**src/rtl/spq_pkg.sv**
```systemverilog
// Shared package for the stable priority queue.
// Holds the default sizes, the request and status codes, and the per-cell control struct.
// Depends on nothing.
`default_nettype none

package spq_pkg;

    // default sizes
    localparam int DEPTH_DEF     = 16;
    localparam int KEY_WIDTH_DEF = 8;
    localparam int TAG_WIDTH_DEF = 16;

    // request kind carried in s_tuser
    typedef enum logic [0:0] {
        REQ_INSERT = 1'b0,
        REQ_POP    = 1'b1
    } req_t;

    // result status carried in m_tuser
    typedef enum logic [1:0] {
        ST_OK    = 2'd0,
        ST_FULL  = 2'd1,
        ST_EMPTY = 2'd2
    } status_t;

    // operation broadcast to every cell in the chain
    typedef struct packed {
        logic insert;
        logic pop;
    } cell_ctrl_t;

endpackage

`default_nettype wire

```
**src/rtl/spq_cell.sv**
```systemverilog
// One slot of the sorted chain: holds a key and a tag.
// On insert it keeps, takes the new entry or takes its left neighbor; on pop it takes
// its right neighbor. Depends on spq_pkg.
`default_nettype none

module spq_cell #(
    parameter int KEY_WIDTH = spq_pkg::KEY_WIDTH_DEF,
    parameter int TAG_WIDTH = spq_pkg::TAG_WIDTH_DEF
) (
    input  wire logic                   aclk,
    input  wire spq_pkg::cell_ctrl_t    ctrl,
    input  wire logic [KEY_WIDTH-1:0]   new_key,
    input  wire logic [TAG_WIDTH-1:0]   new_tag,
    input  wire logic                   occupied,
    input  wire logic                   left_keep,
    input  wire logic [KEY_WIDTH-1:0]   left_key,
    input  wire logic [TAG_WIDTH-1:0]   left_tag,
    input  wire logic [KEY_WIDTH-1:0]   right_key,
    input  wire logic [TAG_WIDTH-1:0]   right_tag,
    output logic                        keep,
    output logic [KEY_WIDTH-1:0]        key,
    output logic [TAG_WIDTH-1:0]        tag
);
    import spq_pkg::*;

    logic [KEY_WIDTH-1:0] key_reg, key_next;
    logic [TAG_WIDTH-1:0] tag_reg, tag_next;

    // stored entry stays ahead of a new one with equal or higher urgency value
    assign keep = occupied && (key_reg <= new_key);
    assign key  = key_reg;
    assign tag  = tag_reg;

    // slot update
    always_comb begin
        key_next = key_reg;
        tag_next = tag_reg;
        if (ctrl.insert) begin
            if (!keep) begin
                if (left_keep) begin
                    key_next = new_key;
                    tag_next = new_tag;
                end else begin
                    key_next = left_key;
                    tag_next = left_tag;
                end
            end
        end else if (ctrl.pop) begin
            key_next = right_key;
            tag_next = right_tag;
        end
    end

    // payload only, no reset
    always_ff @(posedge aclk) begin
        key_reg <= key_next;
        tag_reg <= tag_next;
    end

endmodule

`default_nettype wire

```
**src/rtl/stable_priority_queue.sv**
```systemverilog
// Stable priority queue: a chain of DEPTH cells kept sorted by ascending urgency.
// A result item appears on m_* in the cycle after its request item is accepted.
// Throughput: one item per cycle while m_tready stays high; a waiting result holds
// s_tready low, and the next item is taken in the cycle that result leaves.
// Reset (aresetn low, synchronous): the queue is emptied and no result is pending.
// Depends on spq_pkg and spq_cell; slot contents are not reset.
`default_nettype none

module stable_priority_queue #(
    parameter int DEPTH     = spq_pkg::DEPTH_DEF,
    parameter int KEY_WIDTH = spq_pkg::KEY_WIDTH_DEF,
    parameter int TAG_WIDTH = spq_pkg::TAG_WIDTH_DEF,
    localparam int CNT_W    = $clog2(DEPTH + 1),
    localparam int S_DW     = ((KEY_WIDTH + TAG_WIDTH + 7) / 8) * 8,
    localparam int M_DW     = ((KEY_WIDTH + TAG_WIDTH + CNT_W + 1 + 7) / 8) * 8
) (
    input  wire logic            aclk,
    input  wire logic            aresetn,
    // request items
    input  wire logic            s_tvalid,
    output logic                 s_tready,
    input  wire logic [S_DW-1:0] s_tdata,   // urgency, tag
    input  wire logic [0:0]      s_tuser,   // req_type
    // result items
    output logic                 m_tvalid,
    input  wire logic            m_tready,
    output logic [M_DW-1:0]      m_tdata,   // out_urgency, out_tag, occupancy, is_empty
    output logic [7:0]           m_tuser    // status, out_valid
);
    import spq_pkg::*;

    // request fields
    logic                 accept;
    req_t                 req;
    logic [KEY_WIDTH-1:0] in_key;
    logic [TAG_WIDTH-1:0] in_tag;

    assign accept = s_tvalid && s_tready;
    assign req    = req_t'(s_tuser[0]);
    assign in_key = s_tdata[KEY_WIDTH-1:0];
    assign in_tag = s_tdata[KEY_WIDTH+TAG_WIDTH-1:KEY_WIDTH];

    logic [CNT_W-1:0] count_reg, count_next;
    logic             full, empty;
    cell_ctrl_t       ctrl;
    status_t          status;

    assign full  = (count_reg == CNT_W'(DEPTH));
    assign empty = (count_reg == '0);

    // decide the chain operation and the new fill count
    always_comb begin
        ctrl       = '0;
        status     = ST_OK;
        count_next = count_reg;
        if (accept) begin
            case (req)
                REQ_INSERT: begin
                    if (full) begin
                        status = ST_FULL;
                    end else begin
                        ctrl.insert = 1'b1;
                        count_next  = count_reg + CNT_W'(1);
                    end
                end
                REQ_POP: begin
                    if (empty) begin
                        status = ST_EMPTY;
                    end else begin
                        ctrl.pop   = 1'b1;
                        count_next = count_reg - CNT_W'(1);
                    end
                end
                default: begin
                    status = ST_OK;
                end
            endcase
        end
    end

    always_ff @(posedge aclk) begin
        if (!aresetn) begin
            count_reg <= '0;
        end else begin
            count_reg <= count_next;
        end
    end

    // chain of cells
    logic                 keep_w [DEPTH];
    logic [KEY_WIDTH-1:0] key_w  [DEPTH];
    logic [TAG_WIDTH-1:0] tag_w  [DEPTH];

    for (genvar i = 0; i < DEPTH; i++) begin : g_cell
        logic                 occ;
        logic                 lkeep;
        logic [KEY_WIDTH-1:0] lkey, rkey;
        logic [TAG_WIDTH-1:0] ltag, rtag;

        assign occ = (CNT_W'(i) < count_reg);

        if (i == 0) begin : g_first
            assign lkeep = 1'b1;
            assign lkey  = in_key;
            assign ltag  = in_tag;
        end else begin : g_mid
            assign lkeep = keep_w[i-1];
            assign lkey  = key_w[i-1];
            assign ltag  = tag_w[i-1];
        end

        if (i == DEPTH - 1) begin : g_last
            assign rkey = key_w[i];
            assign rtag = tag_w[i];
        end else begin : g_inner
            assign rkey = key_w[i+1];
            assign rtag = tag_w[i+1];
        end

        spq_cell #(
            .KEY_WIDTH (KEY_WIDTH),
            .TAG_WIDTH (TAG_WIDTH)
        ) u_cell (
            .aclk      (aclk),
            .ctrl      (ctrl),
            .new_key   (in_key),
            .new_tag   (in_tag),
            .occupied  (occ),
            .left_keep (lkeep),
            .left_key  (lkey),
            .left_tag  (ltag),
            .right_key (rkey),
            .right_tag (rtag),
            .keep      (keep_w[i]),
            .key       (key_w[i]),
            .tag       (tag_w[i])
        );
    end

    // result register
    logic                 rvalid_reg;
    status_t              rstatus_reg;
    logic                 rpop_reg;
    logic [KEY_WIDTH-1:0] rkey_reg;
    logic [TAG_WIDTH-1:0] rtag_reg;
    logic [CNT_W-1:0]     rocc_reg;

    assign s_tready = !rvalid_reg || m_tready;

    always_ff @(posedge aclk) begin
        if (!aresetn) begin
            rvalid_reg <= 1'b0;
        end else if (accept) begin
            rvalid_reg <= 1'b1;
        end else if (m_tready) begin
            rvalid_reg <= 1'b0;
        end
    end

    always_ff @(posedge aclk) begin
        if (accept) begin
            rstatus_reg <= status;
            rpop_reg    <= ctrl.pop;
            rkey_reg    <= ctrl.pop ? key_w[0] : '0;
            rtag_reg    <= ctrl.pop ? tag_w[0] : '0;
            rocc_reg    <= count_next;
        end
    end

    // pack the result item
    always_comb begin
        m_tdata = '0;
        m_tdata[KEY_WIDTH-1:0]                   = rkey_reg;
        m_tdata[KEY_WIDTH+TAG_WIDTH-1:KEY_WIDTH] = rtag_reg;
        m_tdata[KEY_WIDTH+TAG_WIDTH+CNT_W-1:KEY_WIDTH+TAG_WIDTH] = rocc_reg;
        m_tdata[KEY_WIDTH+TAG_WIDTH+CNT_W]       = (rocc_reg == '0);
        m_tuser      = '0;
        m_tuser[1:0] = rstatus_reg;
        m_tuser[2]   = rpop_reg;
    end

    assign m_tvalid = rvalid_reg;

endmodule

`default_nettype wire
```
**config.mk**
```make
export PLATFORM = sky130hd
export DESIGN_NAME = stable_priority_queue
export DESIGN_NICKNAME = d
export VERILOG_FILES = /design/src/rtl/spq_pkg.sv /design/src/rtl/spq_cell.sv /design/src/rtl/stable_priority_queue.sv
export SDC_FILE = /design/constraint.sdc
export NUM_CORES = 1
export LEC_CHECK = 0
export BUFFER_PORTS_ARGS = -buffer_cell sky130_fd_sc_hd__buf_2
export CORE_ASPECT_RATIO = 1.75
export CORE_MARGIN = 5
export CORE_UTILIZATION = 50
export DETAILED_ROUTE_END_ITERATION = 8
export GPL_ROUTABILITY_DRIVEN = 0
export GPL_TIMING_DRIVEN = 0
export HOLD_SLACK_MARGIN = 0.05
export PLACE_DENSITY = 0.76
export SLEW_MARGIN = 20
export SYNTH_ARGS = -nofsm -noshare
export SYNTH_HDL_FRONTEND = slang
export SYNTH_SLANG_ARGS = --single-unit
```
**constraint.sdc**
```tcl
create_clock -name aclk -period 6.5 [get_ports aclk]
set_input_delay 0.325 -clock aclk [delete_from_list [all_inputs] [get_ports aclk]]
set_output_delay 0.325 -clock aclk [all_outputs]
set_load 0.02 [all_outputs]
```
==> results of run 1 <==
## layer usage
metal / GRT usage (%) / share of wire (%) / vias to the layer above / wire length [µm]
li1: - / - / 11202 / -
met1: 36.2 / 30 / 12344 / 32900
met2: 57.8 / 46 / 2284 / 51000
met3: 8.10 / 12 / 842 / 13100
met4: 33.9 / 13 / 0 / 14100
met5: 0 / 0 / - / 0
## synthesized netlist by cell type (all sizes together) (2+ instances only)
cell,count
edfxtp,416
nor2,364
a31oi,340
o31ai,336
buf,178
clkbuf,162
nand4,154
or4b,137
ha,132
nand2,120
or4,64
a21oi,56
o21ai,43
inv,31
and3,25
nor2b,25
o22ai,24
nand4b,17
nor3,17
a211oi,15
o211ai,15
nand3,11
a21o,10
a211o,6
and2,6
dfxtp,6
o21a,3
a21boi,2
a22o,2
nand3b,2
or3,2
## layout by cell type, fill, tap and decap left out, types with 7 or more instances in the layout
cell / Yosys / final
a31oi_1: 339 / 339
buf_2: 135 / 197
o21ai_0: 34 / 19
a21oi_1: 53 / 52
diode_2: 0 / 9
clkbuf_2: 1 / 20
clkinv_1: 0 / 7
inv_1: 29 / 29
clkinv_2: 0 / 13
o31ai_1: 336 / 336
buf_1: 10 / 10
o211ai_1: 15 / 15
nor3_1: 16 / 16
edfxtp_1: 416 / 416
nor2b_1: 25 / 25
a211oi_2: 10 / 10
nand4_1: 153 / 153
o21ai_1: 8 / 8
or4b_2: 7 / 7
o22ai_1: 24 / 24
buf_6: 9 / 14
or4_1: 64 / 64
a21o_1: 10 / 10
or4b_1: 129 / 129
nor2_1: 356 / 356
clkbuf_16: 0 / 41
nand3_1: 11 / 11
clkbuf_1: 161 / 148
nand4b_1: 17 / 17
conb_1: 1 / 7
nand2_1: 119 / 119
o21ai_2: 1 / 10
buf_4: 24 / 24
and3_1: 25 / 25
ha_1: 132 / 132
## power groups by stage
stage | clock network (W) | logic (W) | registers (W)
6_report | 0.00235 | 0.00291 | 0.00398
5_1_grt | 0.00241 | 0.00307 | 0.00397
4_1_cts | 0.00231 | 0.00277 | 0.00394
3_5_place_dp | 0 | 0.00275 | 0.00399
3_3_place_gp | 0 | 0.00256 | 0.00402
2_1_floorplan | 0 | 0.00186 | 0.00381
## kinds of logic after synthesis
| group | count (synthesis) | synth area share (%) |
|---|---|---|
| muxes | 1 | 0.0368 |
| buffers and inverters | 371 | 6.32 |
| xor gates and xnor gates | 2 | 0.0643 |
| adders and majority gates | 132 | 6.07 |
| AOI/OAI and AO/OA | 857 | 21.4 |
| other | 1 | 0.0138 |
| and+or+nand+nor | 947 | 19.8 |
| DFF | 422 | 46.3 |
## final timing paths
path / cells after the start / slack [ns] / to / from
worst max-delay path: 8 / 2.48 / g_cell[3].u_cell.tag[2] / count_reg[0]
worst min-delay path: 2 / 0.17 / rocc_reg[1] / s_tuser
worst max register to register: 8 / 2.48 / g_cell[3].u_cell.tag[2] / count_reg[0]
worst min register to register: 1 / 0.60 / rtag_reg[11] / g_cell[0].u_cell.tag[11]
## metrics by stage
| step | cell area [µm²] | setup WS [ns] | hold WS [ns] | TNS (ns) | power, W |
|---|---|---|---|---|---|
| global route | 30200 | 2.47 | 0.161 | 0 | 0.00946 |
| finish | 30200 | 2.48 | 0.170 | 0 | 0.00923 |
| floorplan | 27300 | 2.04 | 0.447 | 0 | 0.00567 |
| CTS | 30100 | 2.64 | 0.154 | 0 | 0.00901 |
| global placement | 28400 | -0.540 | 0.576 | -83.16 | 0.00658 |
| detailed placement | 28900 | 2.29 | 0.581 | 0 | 0.00674 |
## cell type report
| class | count | area (µm²) | area share [%] |
|---|---|---|---|
| repair buffers | 84 | 682 | 2.26 |
| well taps | 690 | 863 | 2.86 |
| clock inverters | 24 | 150 | 0.497 |
| plain buffers | 340 | 1630 | 5.39 |
| flip-flops and latches | 422 | 12600 | 41.8 |
| inverters | 31 | 116 | 0.385 |
| multi-input cells | 1946 | 13000 | 43.1 |
| clock buffers | 50 | 1090 | 3.61 |
| diodes | 9 | 22.5 | 0.0746 |
==> metrics.md, run 1 <==
| Metric | Value |
|---|---|
| Data arrival, critical path | 4.29 ns |
| Internal power | about 0.0057 W |
| Fillers | 4,621 |
| # rows | 113 |
| Skew final | 0.0314 ns |
| Worst-skew pair later-pin latency | 0.59 ns |
| Detailed Routing Iterations Pass 1 | 9 |
| Utilization after layout | 55.7% |
| Final non-filler cell total | 3,596 |
| Area contributors post-synth | edfxtp_1, o31ai_1, a31oi_1 |
| Clock network fraction of total power | around a quarter |
| Clock slew at the register clock pins of the worst setup and hold paths | 0.07 ns |
| Setup repair after global routing missed its margin | no |
| Largest register FFs | approximately 260 |
| Cell taking the most area after synthesis | edfxtp_1 |
| Fin crit share | between 60% and 70% |
| Leak pwr | 10.3 nW |
| Nature of the critical path endpoint | register |
| Cell-by-cell trace of the critical path | buf_4, inv_2, ha_1, a31oi_1, nand2_1, clkbuf_2, o21ai_2, buf_8 |
| VDD IR-drop max | just over 300 µV |
| Worst Path Buf+Inv | 4 |
| Effective utilization at floorplan | 50.3% |
| Total routed wirelength | 111 mm |
| Synth warnings | 0 |
| Post-CTS repair timing setup buffer count | 0 |
| Netlist cell types | 63 |
| WS Path Type | reg2reg |
| Cell area power density | 306 nW/µm² |
| Number of flops mapped to enable cells by yosys | 416 |
| Post-synthesis register bit count | approximately 420 |
| Relative contribution of combinational cells to total power | a little under a third |
| Main flop type after synthesis | edfxtp_1 |
| Post-Synthesis Mean Instance Area | between 9 and 10 µm² |
| Horizontal die dimension | 186 µm |
| Seq pwr share | ~43% |
| Switching power summed over all nets | between 0.003 and 0.004 W |
| Total global routing overflow | 0 |
| Maximum achievable frequency | between 200 and 250 MHz |
| Count of maximum capacitance violations | 0 |
| CTS sink count | 422 |
| Slowest cell on the critical path | o21ai_2 |
| Least-Margin Pin Slew | roughly 1.4 ns |
| Antenna Violating Nets Remaining | 0 |
| CTS H-tree lvls | 2 |
| Worst Setup Start Kind | register |
| Async set-or-reset flop fraction in the synthesized netlist | 0% |
| Switching power share of the total | 38.1% |
| Core area | 54,200 µm² |
| Residual DRC | 0 |
| Number of pins exceeding their max-slew limit in the final report | 0 |
| TritonCTS Buffers | 40 |
| Floorplan die area | approximately 59,000 µm² |
| Mapped Area | 27,200 µm² |
| Data required time at the worst endpoint | 6.78 ns |
| Master cell of the clock root buffer | clkbuf_16 |
| Count of routing violations after the opening detailed-route iteration | 3,822 |
| TritonCTS clock tree | yes |
| Largest fanout on the critical path | 13 |
| Total global-route track usage | 35.1% |
| Detailed-route vias per instance | 7.42 |
| Kind of path behind the tightest hold check | in2reg |
| Number of gates resized after CTS | 0 |
| Area growth from synthesis to layout | 10.9% |
| Number of top-level pins | 71 |
| Largest net degree at the start of global routing | 38 |
| Die Y-Extent | 319 µm |
| CTS max path bufs | 3 |
| Final net count | between 3,000 and 4,000 |
| Vias in the first global route | 26,105 |
| Avg WL per Cell | 30.9 µm |
| Cell count after synthesis | 2,733 |
| Share of post-route cells with drive strength above 1 | a little over an eighth |
| Half-perimeter wire length of the detailed placement result | 80.6 mm |
| Post-cts hold buffer count | 3 |
| Vias | 26,672 |
| Number of hold violations in the final report | 0 |
| Register area share after synthesis | 46.3% |
| Highest cell delay on the worst timing path | 0.78 ns |
| Number of buffers added on ports | 62 |
| Post-layout minimum cycle time | 4.02 ns |
| Max transition margin | 5.30% |
| Synth top area share | between 40 and 50% |
| Run status | complete, no violations |
| Setup violators final | 0 |
| Antenna violations before repair | 3 |
| Crit-path leading delay family | buffers and inverters |
| Cell count after placement | between 3,000 and 4,000 |
| First-pass GRT wire length | 159 mm |
No activity file was read; power rests on OpenSTA's default activity.
==> run 2, diff against run 1 <==
--- a/config.mk
+++ b/config.mk
@@ -5,6 +5,7 @@
 export SDC_FILE = /design/constraint.sdc
 export NUM_CORES = 1
 export LEC_CHECK = 0
+export ABC_AREA = 1
 export BUFFER_PORTS_ARGS = -buffer_cell sky130_fd_sc_hd__buf_2
 export CORE_ASPECT_RATIO = 1.75
 export CORE_MARGIN = 5
==> constraint.sdc (replaced) <==
create_clock -name aclk -period 4 [get_ports aclk]
set_input_delay 0.2 -clock aclk [delete_from_list [all_inputs] [get_ports aclk]]
set_output_delay 0.2 -clock aclk [all_outputs]
set_load 0.02 [all_outputs]
==> metrics.md, run 2 <==
| Metric | Value |
|---|---|
| Run status | complete, no violations |
| VDD IR-drop max | about 260 µV |
| Minimum setup slack after placement | -0.337 ns |
| Horizontal die dimension | 180 µm |
| Number of antenna repair diodes | 0 |
| Kind of path behind the tightest hold check | in2reg |
| Post-route cell area | ~28,000 µm² |
| Final net count | 3,608 |
| Half-perimeter wire length of the detailed placement result | 55.9 mm |
| TritonCTS clock tree | yes |
| Final non-filler cell total | between 4,000 and 5,000 |
| Effective utilization at floorplan | 50.3% |
| Maximum achievable frequency | 258 MHz |
| Async set-or-reset flop fraction in the synthesized netlist | 0% |
| Detailed Routing Iterations Pass 1 | 5 |
| Core area | slightly above 50,000 µm² |
| Residual DRC | 0 |
| Most frequent cell on the critical path | buf_6 |
| WS Path Type | reg2reg |
| Cell count after synthesis | 3,321 |
| Die Y-Extent | 308 µm |
| Highest cell delay on the worst timing path | 0.84 ns |
| Share of post-route cells with drive strength above 1 | 8.29% |
| Placed instance area | 26,500 µm² |
| Total routed wirelength | 71.1 mm |
| Worst Hold Path EP | g_cell[15].u_cell.tag[9] |
| Count of routing violations after the opening detailed-route iteration | around 1,600 |
| Cell count after placement | just over 4,000 |
| Worst reg-to-reg setup slack | 0.12 ns |
| Post-Synthesis Mean Instance Area | 7.62 µm² |
| Floorplan die area | between 50,000 and 60,000 µm² |
| Setup repair after global routing missed its margin | no |
| Master cell of the clock root buffer | clkbuf_16 |
| Main flop type after synthesis | edfxtp_1 |
| Largest net degree at the start of global routing | 36 |
| Mapped Area | 25,300 µm² |
| Number of hold violations in the final report | 0 |
| Commonest non-fill, non-tap cells in the layout | nand2_1, edfxtp_1, inv_1, buf_2, ha_1 |
| Worst-skew pair later-pin latency | 0.56 ns |
| Clock slew at the register clock pins of the worst setup and hold paths | 0.07 ns |
| Leak pwr | approximately 16 nW |
| Synth top area share | 49.4% |
| Max transition margin | 23.6% |
| Largest fanout on the critical path | 24 |
| # rows | 109 |
| Netlist cell types | 33 |
| Number of pins exceeding their max-slew limit in the final report | 0 |
| Antenna Violating Nets Remaining | 0 |
| Worst Setup Start Kind | register |
| Vias in the first global route | 20,349 |
| Setup violators final | 0 |
| Cell-by-cell trace of the critical path | clkinv_1, ha_1, nand3_2, inv_2, nor3_2, buf_6, buf_6, nand2_2, buf_2, nand2_1 |
| Reg2Reg Capture Point | g_cell[10].u_cell.key[0] |
| Number of cells traversed by the worst hold path | 3 |
| CTS sink count | 422 |
| Fin crit share | 97.1% |
| Cell with the most instances after synthesis | nand2_1 |
| Largest register FFs | 256 |
| TritonCTS Buffers | 39 |
| Skew final | 0.0105 ns |
| Cell area power density | around 460 nW/µm² |
| Antenna violations before repair | 0 |
| CTS max path bufs | 3 |
| Post-synthesis register bit count | 422 |
| Data required time at the worst endpoint | approximately 4.2 ns |
| Register area share after synthesis | 49.9% |
| Number of flops mapped to enable cells by yosys | 416 |
| Data arrival, critical path | 4.05 ns |
| Number of top-level pins | 71 |
| Cell taking the most area after synthesis | edfxtp_1 |
| Detailed-route vias per instance | approximately 5 |
| Slowest cell on the critical path | nand2_1 |
| Cells on worst reg2reg path | 10 |
| Synth warnings | 0 |
| Post-CTS repair timing setup buffer count | 0 |
| Area growth from synthesis to layout | 10.0% |
| Nature of the critical path endpoint | register |
| CTS H-tree lvls | 2 |
| Total global-route track usage | 25.2% |
| Post-layout minimum cycle time | 3.88 ns |
| Crit-path leading delay family | simple AND/OR/NAND/NOR gates |
| Vias | 20,463 |
| First-pass GRT wire length | approximately 110 mm |
| FF-to-FF Start | count_reg[0] |
| Worst Path Buf+Inv | 5 |
| Count of maximum capacitance violations | 0 |
| Utilization after layout | 55.3% |
| Avg WL per Cell | 17.2 µm |
| Total global routing overflow | 0 |
| Number of buffers added on ports | 63 |
| Min-delay src | s_tdata[17] |
| Most common cell after layout, fill and taps aside | nand2_1 |
| Area contributors post-synth | edfxtp_1, nand2_1, ha_1 |
| Leading post-synthesis cells by instance count | nand2_1, edfxtp_1, inv_1 |
| Least-Margin Pin Slew | 1.14 ns |
| Worst Slack Setup Final | 0.117 ns |
-- run 2: cell count changes after synthesis, moves of 129 or more --
cell | previous run | this run
a31oi_1 | 339 | 4
clkbuf_1 | 161 | 26
inv_1 | 29 | 404
nand2_1 | 119 | 1941
nand4_1 | 153 | 16
nor2_1 | 356 | 78
o31ai_1 | 336 | 0
or4b_1 | 129 | 0
-- run 2: power by group --
group	leakage, nW	internal (W)	switching [W]
clock network	0.563	0.00187	0.00170
logic	11.4	0.00100	0.00222
registers	3.99	0.00579	0.000344
-- run 2: how the worst max path moves through the flow --
stage | cells after the start | startpoint | end
floorplan | 10 | count_reg[0] | g_cell[15].u_cell.key[0]
global placement | 10 | count_reg[0] | g_cell[15].u_cell.tag[11]
detailed placement | 12 | s_tdata[5] | g_cell[0].u_cell.key[1]
CTS | 9 | count_reg[0] | g_cell[0].u_cell.key[4]
global route | 10 | count_reg[0] | g_cell[9].u_cell.tag[15]
finish | 10 | count_reg[0] | g_cell[10].u_cell.key[0]
-- run 2: per-layer routing --
metal	GRT usage, %	vias up	part of all wire [%]
met3	2.71	281	4.2
met1	24.1	9098	33
met2	47.2	639	52
met4	22.1	0	11
li1	-	10445	-
met5	0	-	0
-- run 2: cells by family after synthesis --
kind of cell / after synthesis / share of synthesized area [%]
other: 1 / 0.0148
DFF: 422 / 49.9
xor gates and xnor gates: 3 / 0.104
buffers and inverters: 555 / 9.26
AOI/OAI and AO/OA: 99 / 2.15
and+or+nand+nor: 2109 / 32.1
adders and majority gates: 132 / 6.53
-- run 2: per-stage QoR --
stage          hold WS [ns]  TNS, ns  power [W]
5_1_grt              0.0926        0     0.0136
6_report             0.0690        0     0.0129
4_1_cts              0.0528        0     0.0129
3_3_place_gp          0.493   -39.22    0.00928
3_5_place_dp          0.504    -8.80    0.00939
2_1_floorplan         0.394        0    0.00840
-- run 2: worst min-delay path, cell delays in order --
cell and delay (ns):
buf_2 0.11, nand3_1 0.12, nand2_1 0.09
-- run 2: cell type report --
type / instances / area (µm²)
Tap cell: 666 / 833
Buffer: 146 / 808
Clock inverter: 15 / 81.3
Sequential cell: 422 / 12600
Inverter: 409 / 1540
Clock buffer: 55 / 1070
Multi-Input combinational cell: 2350 / 10400
Timing Repair Buffer: 79 / 493
Fill cell: 4625 / 22500
-- run 2: what timing repair did --
action / in CTS / in global routing
hold buffers: 15 / 0
endpoints found under the hold margin: 18 / 0
resized for setup: 0 / 0
